`src/rtl/ngram_hash_table_index_defines.svh`:
```
// assertion macros for the top-level rtl file
`ifndef NGRAM_HASH_TABLE_INDEX_DEFINES_SVH
`define NGRAM_HASH_TABLE_INDEX_DEFINES_SVH

// same-cycle implication, sampled on aclk, off during reset
`define NGI_ASSERT_IMP(lbl, ante, cons, msg) \
    lbl: assert property (@(posedge aclk) disable iff (!aresetn) (ante) |-> (cons)) \
        else $error(msg);

// next-cycle implication, sampled on aclk, off during reset
`define NGI_ASSERT_NXT(lbl, ante, cons, msg) \
    lbl: assert property (@(posedge aclk) disable iff (!aresetn) (ante) |=> (cons)) \
        else $error(msg);

`endif

```
`src/rtl/ngi_pkg.sv`:
```
`default_nettype none
package ngi_pkg;

    // actions
    localparam logic [1:0] ACT_HASH = 2'd0;
    localparam logic [1:0] ACT_HEAD = 2'd1;
    localparam logic [1:0] ACT_HIST = 2'd2;
    localparam logic [1:0] ACT_NOP  = 2'd3;

    // result status codes
    localparam logic [1:0] ST_OK        = 2'd0;
    localparam logic [1:0] ST_BAD_TOKEN = 2'd1;
    localparam logic [1:0] ST_BAD_ENTRY = 2'd2;
    localparam logic [1:0] ST_UNLOADED  = 2'd3;

    // configuration register indexes
    localparam logic [2:0] REG_MULT_CURRENT  = 3'd0;
    localparam logic [2:0] REG_MULT_PREVIOUS = 3'd1;
    localparam logic [2:0] REG_MULT_OLDER    = 3'd2;
    localparam logic [2:0] REG_EOS_TOKEN     = 3'd3;
    localparam logic [2:0] REG_VOCAB_SIZE    = 3'd4;
    localparam logic [2:0] REG_TABLE_ROWS    = 3'd5;

    // first head that also mixes in the token two back
    localparam int TRIGRAM_FIRST_HEAD = 8;

    typedef struct packed {
        logic [63:0] mult_current;
        logic [63:0] mult_previous;
        logic [63:0] mult_older;
        logic [31:0] eos_token;
        logic [32:0] vocabulary_size;
        logic [62:0] table_rows;
    } cfg_t;

    // command passed from the front to the back
    typedef struct packed {
        logic [1:0]  action;
        logic [2:0]  lane;
        logic [31:0] token;
        logic [31:0] prev;
        logic [31:0] prev2;
        logic        tok_ok;
        logic [3:0]  head_index;
        logic [62:0] head_size;
        logic [62:0] head_offset;
    } cmd_t;

endpackage
`default_nettype wire

```
`src/rtl/ngi_fifo.sv`:
```
`default_nettype none
module ngi_fifo import ngi_pkg::*; (
    input  wire logic aclk,
    input  wire logic aresetn,
    input  wire logic push,
    input  wire cmd_t din,
    output logic      full,
    input  wire logic pop,
    output cmd_t      dout,
    output logic      valid
);
    cmd_t       slot_reg [2];
    logic       wr_ptr_reg;
    logic       rd_ptr_reg;
    logic [1:0] count_reg;

    assign full  = (count_reg == 2'd2);
    assign valid = (count_reg != 2'd0);
    assign dout  = slot_reg[rd_ptr_reg];

    // two-entry queue between front and back
    always_ff @(posedge aclk) begin
        if (!aresetn) begin
            wr_ptr_reg <= 1'b0;
            rd_ptr_reg <= 1'b0;
            count_reg  <= 2'd0;
        end else begin
            if (push) begin
                slot_reg[wr_ptr_reg] <= din;
                wr_ptr_reg           <= ~wr_ptr_reg;
            end
            if (pop) begin
                rd_ptr_reg <= ~rd_ptr_reg;
            end
            if (push && !pop) begin
                count_reg <= count_reg + 2'd1;
            end else if (pop && !push) begin
                count_reg <= count_reg - 2'd1;
            end
        end
    end
endmodule
`default_nettype wire

```
`config.mk`:
```
export PLATFORM = sky130hd
export DESIGN_NAME = ngi_fifo
export DESIGN_NICKNAME = d
export VERILOG_FILES = /design/src/rtl/ngram_hash_table_index_defines.svh /design/src/rtl/ngi_pkg.sv /design/src/rtl/ngi_fifo.sv
export SDC_FILE = /design/constraint.sdc
export NUM_CORES = 1
export LEC_CHECK = 0
export ABC_AREA = 1
export BUFFER_PORTS_ARGS = -buffer_cell sky130_fd_sc_hd__buf_2
export CORE_AREA = 2 2 186 188
export CTS_BUF_LIST = sky130_fd_sc_hd__clkbuf_4 sky130_fd_sc_hd__clkbuf_8 sky130_fd_sc_hd__clkbuf_16
export DETAILED_ROUTE_END_ITERATION = 10
export DIE_AREA = 0 0 188 190
export GPL_TIMING_DRIVEN = 0
export PLACE_DENSITY = 0.8
export SYNTH_ARGS = -nofsm -noshare
export SYNTH_HDL_FRONTEND = slang
export SYNTH_SLANG_ARGS = --single-unit
```
`constraint.sdc`:
```
create_clock -name aclk -period 30.2 [get_ports aclk]
set_input_delay 6.04 -clock aclk [delete_from_list [all_inputs] [get_ports aclk]]
set_output_delay 6.04 -clock aclk [all_outputs]
set_load 0.05 [all_outputs]
```
==> flow_metrics.tcl <==
set metrics [dict create \
    p_comb_frac 0.151 \
    drt_iter0_markers 469 \
    power.density_mw_per_mm2 69.4 \
    synthFlopType "edfxtp_1" \
    first_pass_iters 4 \
    syn_avg_cell_area_um2 23.4 \
    whs_ns 0.470 \
    synth_nets 993 \
    syn_area_mm2 0.0177 \
    multi_input_area_mm2 0.00340 \
    netlist-cell-type-count 17 \
    ys_seq_area_frac 0.792 \
    ios 470 \
    core.rowCount 68 \
    yosysMostFrequentCell "edfxtp_1" \
    cts_buffers 47 \
    area_growth_pct 28.1 \
    pwr-share-clk 0.376 \
    synth_area_leader_cell "edfxtp_1" \
    synth_top_area_share 0.786 \
    ys_top_cells_by_area "edfxtp_1 (79%), mux2_4 (15%), mux2_2 (3.3%)" \
    grt_max_degree 34 \
    rsz0062_at_grt "no" \
    synth_compound_area_frac 0.000847 \
    p_sw_w 0.000394 \
    dr_total_vias 9050 \
    hpwl_um 26900 \
    cts_htree_levels 2 \
    synthMuxAreaShare 0.186 \
    yosysWarnings 0 \
    crit_chain "buf_2 -> inv_1 -> nor3_2 -> buf_6 -> buf_6 -> buf_6 -> buf_4 -> buf_6 -> buf_8 -> buf_6 -> buf_6" \
    setup_violations 0 \
    path_buf_inv 10 \
    finalHoldViolations 0 \
    grt_pass1_vias 9613 \
    globalRoute.totalOverflow 0 \
    clock-sinks 469 \
    globalplace.congestion 0.776 \
    cts_buffer_depth 3 \
    placed_cells 1711 \
    maxCapViolCount 0 \
    postRouteAntennaNets 0 \
    slew_headroom 0.496 \
    dieArea_mm2 0.0357 \
    start_kind "input port" \
    portBuffers 469 \
    final-seq-area_mm2 0.0140 \
    worstMarginPinSlew_ns 0.752 \
    antenna_found_initial 14 \
    synth_top_family_by_area "multiplexers" \
    power_frac_seq 0.473 \
    hp-class "reg -> reg" \
    stdcell_count 1805 \
    fmax_mhz 123 \
    wl_per_cell_um 20.5 \
    worstPathRequired_ns 30.44 \
    grt_pass1_wl_um 54200 \
    fin_crit_sh 0.270 \
    root_buffer "clkbuf_16" \
    clock_latency_ns 0.54 \
    critical_path_class "in -> reg" \
    initial_core_util 0.522 \
    synth_commonest_cells "edfxtp_1 (464), mux2_4 (180), mux2_2 (52), buf_6 (20), inv_1 (9)" \
    clk_pin_slew_ns 0.06 \
    crit_path_frequent_cell "buf_6" \
    largest_register_ffs 464 \
    critPathTopFamily "buffers and inverters" \
    hold_buffers 0 \
    internal-power_w 0.00118 \
    cp_slowest_cell "nor3_2" \
    postCtsSetupBuffers 0 \
    slowest_delay_ns 0.59 \
    p_sw_frac 0.250 \
    ir_drop_v 0.0000561 \
    wirelength_um 36900 \
    n_fill_cell 2218 \
    worstPathArrival_ns 8.41 \
    core_area_mm2 0.0339 \
    finalInstanceArea_mm2 0.0227 \
    status "completed" \
    viasPerCell 5.01 \
    cp_max_fo 12 \
    cts_tree "yes" \
    synth_edf_count 464 \
    fin_crit_ns 8.16 \
    worst_setup_path_end_kind "flip-flop" \
    skew_ns 0.0105 \
    synthCells 756 \
    die_x_um 188 \
    final_layout_size_suffix_gt1_frac 0.624 \
    die_y_um 190 \
    synthAdderAreaFrac 0.000706 \
    synthArstFlopShare 0 \
    num-nets-final 1542 \
    leakagePower_nw 8.94 \
    track_usage 0.202 \
    placed_cell_area_mm2 0.0211 \
    drc_errors 0 \
    synth_xor_area_frac 0.000494 \
    synth-simple-area-share 0.00346 \
    cts_resized 0 \
    tns_ns 0 \
    synth_seq_cells 469 \
    maxSlewViolCount 0 \
]
per-layer routing:
metal	global-route usage	share of wire
met1	0.211	0.34
met2	0.371	0.54
met3	0.0703	0.085
met4	0.0778	0.032
met5	0	0.0021
path summary, 6_finish.rpt:
path,slack [ns],to,startpoint,cells after the start
setup / recovery,22.04,slot_reg[1][108],aresetn,11
hold / removal,0.47,wr_ptr_reg,wr_ptr_reg,2
setup reg to reg,27.31,slot_reg[1][108],wr_ptr_reg,10
hold reg to reg,0.47,wr_ptr_reg,wr_ptr_reg,2
kinds of logic after synthesis:
family                   after synthesis
flip-flops                           469
multiplexers                         232
buffers and inverters                 35
AND/OR/NAND/NOR                       15
AO/OA/AOI/OAI                          3
XOR/XNOR                               1
adder cells (fa/ha/maj)                1
power groups by stage:
stage / clock network, W / registers [W] / logic [W]
6_report: 0.000592 / 0.000746 / 0.000238
5_1_grt: 0.000627 / 0.000747 / 0.000248
4_1_cts: 0.000605 / 0.000746 / 0.000240
3_5_place_dp: 0 / 0.000759 / 0.000239
3_3_place_gp: 0 / 0.000773 / 0.000230
2_1_floorplan: 0 / 0.000767 / 0.000176
stage by stage:
stage	power (W)	util	setup WS (ns)
6_report	0.00158	0.669	22.04
5_1_grt	0.00162	0.669	21.89
4_1_cts	0.00159	0.668	22.04
3_5_place_dp	0.000998	0.621	21.44
3_3_place_gp	0.00100	0.608	-0.843
2_1_floorplan	0.000943	-	7.38
worst register-to-register path, stage by stage, from the launching register on:
cell and delay [ns]:
dfxtp_1 0.33, inv_1 0.07, nor3_2 0.63, buf_6 0.25, buf_6 0.19, buf_6 0.18, buf_4 0.23, buf_6 0.19
buf_8 0.16, buf_6 0.17, buf_6 0.18
placed cells by master (no fill, tap or decap):
cell / Yosys / routed
dfxtp_1: 5 / 5
buf_12: 0 / 8
buf_6: 20 / 38
inv_1: 9 / 9
buf_8: 1 / 5
bufinv_16: 0 / 6
ha_1: 1 / 1
nand2_1: 7 / 7
a21oi_1: 2 / 2
buf_4: 0 / 1
inv_6: 0 / 1
clkinv_1: 0 / 8
nand4_1: 1 / 1
nor3_2: 0 / 1
clkbuf_4: 0 / 10
diode_2: 0 / 8
clkbuf_16: 0 / 49
xnor2_1: 1 / 1
edfxtp_1: 464 / 464
clkbuf_8: 0 / 2
clkinv_2: 0 / 7
nor2_4: 0 / 1
mux2_2: 52 / 52
clkinv_4: 0 / 1
nand3_1: 1 / 1
o21ai_0: 1 / 1
buf_2: 5 / 474
nor2_1: 5 / 4
clkinvlp_4: 0 / 2
mux2_4: 180 / 180
layout make-up:
cell class              instances  area share
diodes                          8    0.000882
plain buffers                  26      0.0117
clock buffers                  61      0.0585
clock inverters                25      0.0122
inverters                       9     0.00149
multi-input cells             252       0.150
flip-flops and latches        469       0.618
well taps                     455      0.0251
repair buffers                500       0.122
Note: power is estimated with default switching activity, not from simulation.
