`src/rtl/ngram_hash_table_index_defines.svh`:
```
// assertion macros for the top-level rtl file
`ifndef NGRAM_HASH_TABLE_INDEX_DEFINES_SVH
`define NGRAM_HASH_TABLE_INDEX_DEFINES_SVH

// same-cycle implication, sampled on aclk, off during reset
`define NGI_ASSERT_IMP(lbl, ante, cons, msg) \
    lbl: assert property (@(posedge aclk) disable iff (!aresetn) (ante) |-> (cons)) \
        else $error(msg);

// next-cycle implication, sampled on aclk, off during reset
`define NGI_ASSERT_NXT(lbl, ante, cons, msg) \
    lbl: assert property (@(posedge aclk) disable iff (!aresetn) (ante) |=> (cons)) \
        else $error(msg);

`endif

```
`src/rtl/ngi_pkg.sv`:
```
`default_nettype none
package ngi_pkg;

    // actions
    localparam logic [1:0] ACT_HASH = 2'd0;
    localparam logic [1:0] ACT_HEAD = 2'd1;
    localparam logic [1:0] ACT_HIST = 2'd2;
    localparam logic [1:0] ACT_NOP  = 2'd3;

    // result status codes
    localparam logic [1:0] ST_OK        = 2'd0;
    localparam logic [1:0] ST_BAD_TOKEN = 2'd1;
    localparam logic [1:0] ST_BAD_ENTRY = 2'd2;
    localparam logic [1:0] ST_UNLOADED  = 2'd3;

    // configuration register indexes
    localparam logic [2:0] REG_MULT_CURRENT  = 3'd0;
    localparam logic [2:0] REG_MULT_PREVIOUS = 3'd1;
    localparam logic [2:0] REG_MULT_OLDER    = 3'd2;
    localparam logic [2:0] REG_EOS_TOKEN     = 3'd3;
    localparam logic [2:0] REG_VOCAB_SIZE    = 3'd4;
    localparam logic [2:0] REG_TABLE_ROWS    = 3'd5;

    // first head that also mixes in the token two back
    localparam int TRIGRAM_FIRST_HEAD = 8;

    typedef struct packed {
        logic [63:0] mult_current;
        logic [63:0] mult_previous;
        logic [63:0] mult_older;
        logic [31:0] eos_token;
        logic [32:0] vocabulary_size;
        logic [62:0] table_rows;
    } cfg_t;

    // command passed from the front to the back
    typedef struct packed {
        logic [1:0]  action;
        logic [2:0]  lane;
        logic [31:0] token;
        logic [31:0] prev;
        logic [31:0] prev2;
        logic        tok_ok;
        logic [3:0]  head_index;
        logic [62:0] head_size;
        logic [62:0] head_offset;
    } cmd_t;

endpackage
`default_nettype wire

```
`src/rtl/ngi_ram.sv`:
```
`default_nettype none
module ngi_ram #(
    parameter int WIDTH = 64,
    parameter int DEPTH = 8
) (
    input  wire logic                                 aclk,
    input  wire logic                                 we,
    input  wire logic [(DEPTH > 1 ? $clog2(DEPTH) : 1)-1:0] waddr,
    input  wire logic [WIDTH-1:0]                     wdata,
    input  wire logic                                 re,
    input  wire logic [(DEPTH > 1 ? $clog2(DEPTH) : 1)-1:0] raddr,
    output logic      [WIDTH-1:0]                     rdata
);
    logic [WIDTH-1:0] mem [DEPTH];

    // one write port, one registered read port
    always_ff @(posedge aclk) begin
        if (we) begin
            mem[waddr] <= wdata;
        end
        if (re) begin
            rdata <= mem[raddr];
        end
    end
endmodule
`default_nettype wire

```
`src/rtl/ngi_front.sv`:
```
`default_nettype none
module ngi_front import ngi_pkg::*; #(
    parameter int LANES = 8
) (
    input  wire logic        aclk,
    input  wire logic        aresetn,
    input  wire cfg_t        cfg,
    input  wire logic        s_valid,
    output logic             s_ready,
    input  wire logic [1:0]  s_action,
    input  wire logic [2:0]  s_lane,
    input  wire logic [31:0] s_token,
    input  wire logic [31:0] s_older_token,
    input  wire logic [3:0]  s_head_index,
    input  wire logic [62:0] s_head_size,
    input  wire logic [62:0] s_head_offset,
    output cmd_t             cmd,
    output logic             push,
    input  wire logic        full
);
    localparam int LW = (LANES > 1) ? $clog2(LANES) : 1;

    logic          busy_reg;
    logic [1:0]    act_reg;
    logic [2:0]    lane_reg;
    logic [LW-1:0] idx_reg;
    logic [31:0]   tok_reg;
    logic [31:0]   old_in_reg;
    logic [3:0]    hidx_reg;
    logic [62:0]   hsize_reg;
    logic [62:0]   hoff_reg;
    logic          in_range_reg;
    logic          vq_reg;
    logic          vld_reg [LANES];

    logic          accept;
    logic [LW-1:0] s_idx;
    logic [63:0]   rdata;
    logic [31:0]   prev;
    logic [31:0]   old;
    logic          tok_ok;
    logic          need_push;
    logic          done;
    logic          hist_we;
    logic [63:0]   hist_wdata;

    assign s_ready = !busy_reg;
    assign accept  = s_valid && s_ready;
    assign s_idx   = LW'({5'b0, s_lane});

    // lane history, previous token in the upper half
    ngi_ram #(.WIDTH(64), .DEPTH(LANES)) u_hist (
        .aclk  (aclk),
        .we    (hist_we),
        .waddr (idx_reg),
        .wdata (hist_wdata),
        .re    (accept),
        .raddr (s_idx),
        .rdata (rdata)
    );

    // classify the held beat against the history read
    always_comb begin
        prev      = vq_reg ? rdata[63:32] : 32'd0;
        old       = vq_reg ? rdata[31:0]  : 32'd0;
        tok_ok    = ({1'b0, tok_reg} < cfg.vocabulary_size)
                 && ({1'b0, prev} < cfg.vocabulary_size)
                 && ({1'b0, old} < cfg.vocabulary_size);
        need_push = in_range_reg && (act_reg == ACT_HASH || act_reg == ACT_HEAD);
        done      = busy_reg && (!need_push || !full);
        push      = busy_reg && need_push && !full;
        hist_we   = done && in_range_reg
                 && (act_reg == ACT_HIST || (act_reg == ACT_HASH && tok_ok));
        hist_wdata = (act_reg == ACT_HIST) ? {tok_reg, old_in_reg} : {tok_reg, prev};

        cmd.action      = act_reg;
        cmd.lane        = lane_reg;
        cmd.token       = tok_reg;
        cmd.prev        = prev;
        cmd.prev2       = (prev == cfg.eos_token) ? cfg.eos_token : old;
        cmd.tok_ok      = tok_ok;
        cmd.head_index  = hidx_reg;
        cmd.head_size   = hsize_reg;
        cmd.head_offset = hoff_reg;
    end

    // capture beat, hold until classified
    always_ff @(posedge aclk) begin
        if (accept) begin
            act_reg      <= s_action;
            lane_reg     <= s_lane;
            idx_reg      <= s_idx;
            tok_reg      <= s_token;
            old_in_reg   <= s_older_token;
            hidx_reg     <= s_head_index;
            hsize_reg    <= s_head_size;
            hoff_reg     <= s_head_offset;
            in_range_reg <= ({29'b0, s_lane} < LANES);
        end
    end

    // busy flag and history valid bits
    always_ff @(posedge aclk) begin
        if (!aresetn) begin
            busy_reg <= 1'b0;
            vq_reg   <= 1'b0;
            for (int i = 0; i < LANES; i++) begin
                vld_reg[i] <= 1'b0;
            end
        end else begin
            if (accept) begin
                busy_reg <= 1'b1;
                vq_reg   <= vld_reg[s_idx];
            end else if (done) begin
                busy_reg <= 1'b0;
            end
            if (hist_we) begin
                vld_reg[idx_reg] <= 1'b1;
            end
        end
    end
endmodule
`default_nettype wire

```
`config.mk`:
```
export PLATFORM = sky130hd
export DESIGN_NAME = ngi_front
export DESIGN_NICKNAME = d
export VERILOG_FILES = /design/src/rtl/ngram_hash_table_index_defines.svh /design/src/rtl/ngi_pkg.sv /design/src/rtl/ngi_ram.sv /design/src/rtl/ngi_front.sv
export SDC_FILE = /design/constraint.sdc
export NUM_CORES = 1
export LEC_CHECK = 0
export BUFFER_PORTS_ARGS = -buffer_cell sky130_fd_sc_hd__buf_2
export CAP_MARGIN = 5
export CORE_MARGIN = 10
export CORE_UTILIZATION = 37
export CTS_CLUSTER_SIZE = 12
export DETAILED_ROUTE_END_ITERATION = 16
export MAX_ROUTING_LAYER = met4
export SYNTH_ARGS = -nofsm -noshare
export SYNTH_HDL_FRONTEND = slang
export SYNTH_HIERARCHICAL = 1
export SYNTH_SLANG_ARGS = --single-unit
```
`constraint.sdc`:
```
create_clock -name aclk -period 16.5 [get_ports aclk]
set_input_delay 1.65 -clock aclk [delete_from_list [all_inputs] [get_ports aclk]]
set_output_delay 1.65 -clock aclk [all_outputs]
set_load 0.03 [all_outputs]
```
==> out/qor.log <==
qor: yosys.synth-edff-count 775
qor: timing.fmax 0.1508 GHz
qor: detailed_routing.via_count 17400
qor: floorplanning.floorplan.initialDensity 37.15%
qor: timing.timing.final.crit_period 6633 ps
qor: worst_setup_path.critical_path.endpoint_type output pin
qor: worst_setup_path.sort_of_element_at_the_start_of_the_critical_path flop
qor: yosys.yosysSeqAreaShare 74.43%
qor: yosys.synthArstFlopShare 0%
qor: worst_setup_path.r2r-end u_hist/mem[1][10]
qor: cells_and_area.utilization 44.76%
qor: floorplanning.floorplan.io_pins 757
qor: yosys.ys_warn_count 6
qor: clock_network.clk_pin_slew_worst_paths 60 ps
qor: detailed_routing.initialDrtViolationCount 1571
qor: clock_network.tritoncts done
qor: power_and_ir_drop.swShare 23.74%
qor: floorplanning.fp.dieH 312.0 um
qor: timing.final.period_utilization 40.20%
qor: power_and_ir_drop.clockPowerShare 41.5%
qor: cells_and_area.largest_reg_flops 512
qor: cells_and_area.area_growth_from_synthesis_to_final_layout 20.47%
qor: worst_setup_path.timing_worst_setup_path_type reg2out
qor: cells_and_area.final_common_cell edfxtp_1
qor: detailed_routing.drt_pre_antenna_iters 5
qor: cells_and_area.proportion_of_layout_cells_with_a_drive_suffix_above_1 38.79%
qor: worst_setup_path.worst_path_max_delay_cell nor2_4
qor: floorplanning.horizontal_die_dimension 312.0 um
qor: global_routing.initial_antenna_violation_count 20
qor: clock_network.clock-root-buffer clkbuf_16
qor: cells_and_area.biggestRegsByFlops u_hist/mem: 512 flops, u_hist/rdata: 64 flops
qor: timing.clock_skew 45.76 ps
qor: worst_setup_path.worstSetupEndpoint cmd[138]
qor: detailed_routing.route.antenna.remaining_nets 0
qor: worst_setup_path.biggest_cell_delay_along_the_critical_path 700 ps
qor: worst_setup_path.worstRegToRegCells 14
qor: timing.setup_viol 0
qor: power_and_ir_drop.p_int 3.446 mW
qor: clock_network.cts-hold-fix-buffers 0
qor: yosys.synth.avg_cell_area 19.43 um2
qor: yosys.synth.net_count 2239
qor: worst_setup_path.timing.critical_path.mode_cell buf_4
qor: detailed_routing.post_drt_wl_per_cell 29.58 um
qor: clock_network.post_cts.resized_instances 0
qor: clock_network.tritoncts_buffers 87
qor: global_routing.largest_net_degree_at_the_start_of_global_routing 82
qor: clock_network.clock_sink_count 785
qor: power_and_ir_drop.power.static_leakage 14.17 nW
qor: floorplanning.die_area 0.09731 mm2
qor: global_routing.grt_util_all_layers 20.65%
qor: flow_run.maxCapViolations 0
qor: worst_setup_path.cp_num_buf_inv 3
qor: detailed_routing.drc 0
qor: timing.holdWs 444.1 ps
qor: worst_setup_path.timing.critical_path.from vq_reg
qor: yosys.syn-cell-area 0.03154 mm2
qor: worst_setup_path.required_worst_endpoint 14850 ps
qor: timing.worst-slew-pin-transition 1152 ps
qor: worst_setup_path.path_max_fanout 46
qor: global_routing.grt_remaining_overflow 0
qor: worst_setup_path.crit_arrival 4980 ps
qor: cells_and_area.num-nets-final 2769
qor: floorplanning.placeableCoreArea 0.08488 mm2
qor: power_and_ir_drop.power.ir.vdd_worst 0.00008207 V
qor: yosys.synth-seq-cells 785
qor: worst_hold_path.hold_path.class reg2reg
qor: timing.setup_repair_after_global_routing_missed_its_margin false
qor: global_routing.grt_pass1_vias 18370
qor: global_routing.grt_pass1_wl 139.5 mm
qor: clock_network.clock_tree.buffer_depth 3
qor: cells_and_area.layout.cells.most_common_list edfxtp_1, buf_2, mux4_2, nand2_1, ha_1
qor: worst_setup_path.worst_r2r_startpoint vq_reg
qor: worst_hold_path.timing.hold.worst_path_depth 2
qor: timing.fin_setup_tns 0 ps
qor: floorplanning.rows 107
qor: detailed_routing.drt-vias-per-instance 5.159
qor: status.status finished clean
qor: power_and_ir_drop.switching_component_of_the_power 1.073 mW
qor: worst_setup_path.total_number_of_cells_along_the_worst_setup_path 9
qor: placed_design.place.detailed.hpwl 70.49 mm
qor: worst_setup_path.r2r_slack 9890 ps
qor: yosys.synthesis.instances 1623
qor: clock_network.clock_insertion_delay_worst_skew 660 ps
qor: cells_and_area.max_flop_register u_hist/mem
qor: power_and_ir_drop.power_per_cell_area 118.9 mW/mm2
qor: worst_setup_path.critPathTopFamily simple AND/OR/NAND/NOR gates
qor: power_and_ir_drop.seq_power_share 50.7%
qor: yosys.netlist-cell-type-count 53
qor: worst_setup_path.critical_path.cell_chain buf_4 -> nand2_1 -> xnor2_1 -> nor4_1 -> nand4_1 -> nor2_4 -> buf_4 -> mux2_1 -> buf_2
qor: yosys.postSynth.topFlopCell edfxtp_1
qor: cells_and_area.fillCellCount 7466
qor: detailed_routing.wirelength 99.78 mm
qor: clock_network.cts_post_setup_buffers_inserted 0
qor: timing.worst_slew_margin_relative_to_its_limit 23.21%
qor: placed_design.portBuffers 501
qor: power_and_ir_drop.p_comb_share 7.8%
qor: timing.finalHoldViolations 0
qor: placed_design.routabilityCongestion 0.8768
qor: clock_network.cts_max_level 3
qor: timing.drv_slew 0
## synthesized netlist by cell type (2+ instances only)
master	number	area, um2
edfxtp_1	775	23270
mux4_2	130	2928
nand2_1	100	375.4
ha_1	93	1164
inv_1	68	255.2
mux2_2	64	720.7
o21ai_0	40	200.2
buf_4	36	270.3
a21oi_1	33	165.2
and2_1	32	200.2
xnor2_1	32	280.3
mux2_1	31	349.1
clkbuf_1	23	86.33
nand4_1	19	118.9
nor2_1	13	48.80
buf_6	11	123.9
buf_1	10	37.54
dfxtp_1	10	200.2
nor4_1	10	62.56
a21o_1	9	67.56
nand3_1	9	45.04
nor3_1	9	45.04
buf_2	6	30.03
o21ai_1	6	30.03
o41ai_1	6	52.55
nand2b_1	5	31.28
a211oi_1	4	30.03
a221oi_1	3	26.28
nor2b_1	3	18.77
o21a_1	3	22.52
a2111oi_2	2	30.03
a22oi_1	2	15.01
and3_1	2	12.51
and4_1	2	17.52
nand4b_1	2	17.52
o211ai_1	2	15.01
or4_1	2	15.01
## metrics by stage
stage               setup WS [ps]  instances  power, mW  area, um2
detailed placement           9587       3208      2.689      35220
floorplan                    2461       1623      2.548      31540
CTS                          9702       3361      4.565      37960
finish                       9867       3373      4.518      37990
global route                 9585       3372      4.672      37990
global placement             9586       3208      2.683      35220
## power groups by stage
stage | clock network (mW) | registers, mW | logic [mW]
after floorplan | 0 | 2.37 | 0.174
after global placement | 0 | 2.33 | 0.352
after detailed placement | 0 | 2.33 | 0.356
after CTS | 1.92 | 2.29 | 0.357
after global routing | 2.00 | 2.30 | 0.377
final | 1.88 | 2.29 | 0.352
## final cells by class
| class | instances | area (um2) | area share [%] |
|---|---|---|---|
| inverter | 68 | 255.2 | 0.6718 |
| clock inverter | 45 | 491.7 | 1.294 |
| timing repair buffer | 527 | 2714 | 7.143 |
| clock buffer | 108 | 2256 | 5.938 |
| sequential | 785 | 23480 | 61.79 |
| antenna | 12 | 30.03 | 0.07904 |
| multi-input combinational | 684 | 7338 | 19.31 |
| tap | 1144 | 1431 | 3.767 |
## routing by layer
metal / track usage, % / up-vias / routed length, um / share of wire (%)
li1: - / 7517 / - / -
met5: - / - / 0 / 0
met2: 33.87 / 732 / 49640 / 50
met3: 6.924 / 131 / 9210 / 9.2
met4: 5.123 / 0 / 2199 / 2.2
met1: 24.34 / 9021 / 38730 / 39
## how the worst min path moves through the flow
stage | to | from | slack [ps]
final | vld_reg[1] | vld_reg[1] | 440
after global routing | vld_reg[1] | vld_reg[1] | 470
after CTS | vld_reg[1] | vld_reg[1] | 450
after detailed placement | vld_reg[1] | vld_reg[1] | 440
after global placement | vld_reg[4] | vld_reg[4] | 430
after floorplan | vld_reg[4] | vld_reg[4] | 410
## worst min-delay path, stage by stage, from the launching register on
cell and delay [ps]:
dfxtp_1 310, nand2_1 50, o21ai_1 50
## kinds of logic after synthesis
family / synth area share [%]
flops: 74.43
mux: 12.71
simple gates: 3.321
buf+inv: 2.547
compound gates: 2.416
fa+ha+maj: 3.690
xor+xnor: 0.8887
(Power assumes the default switching activity.)
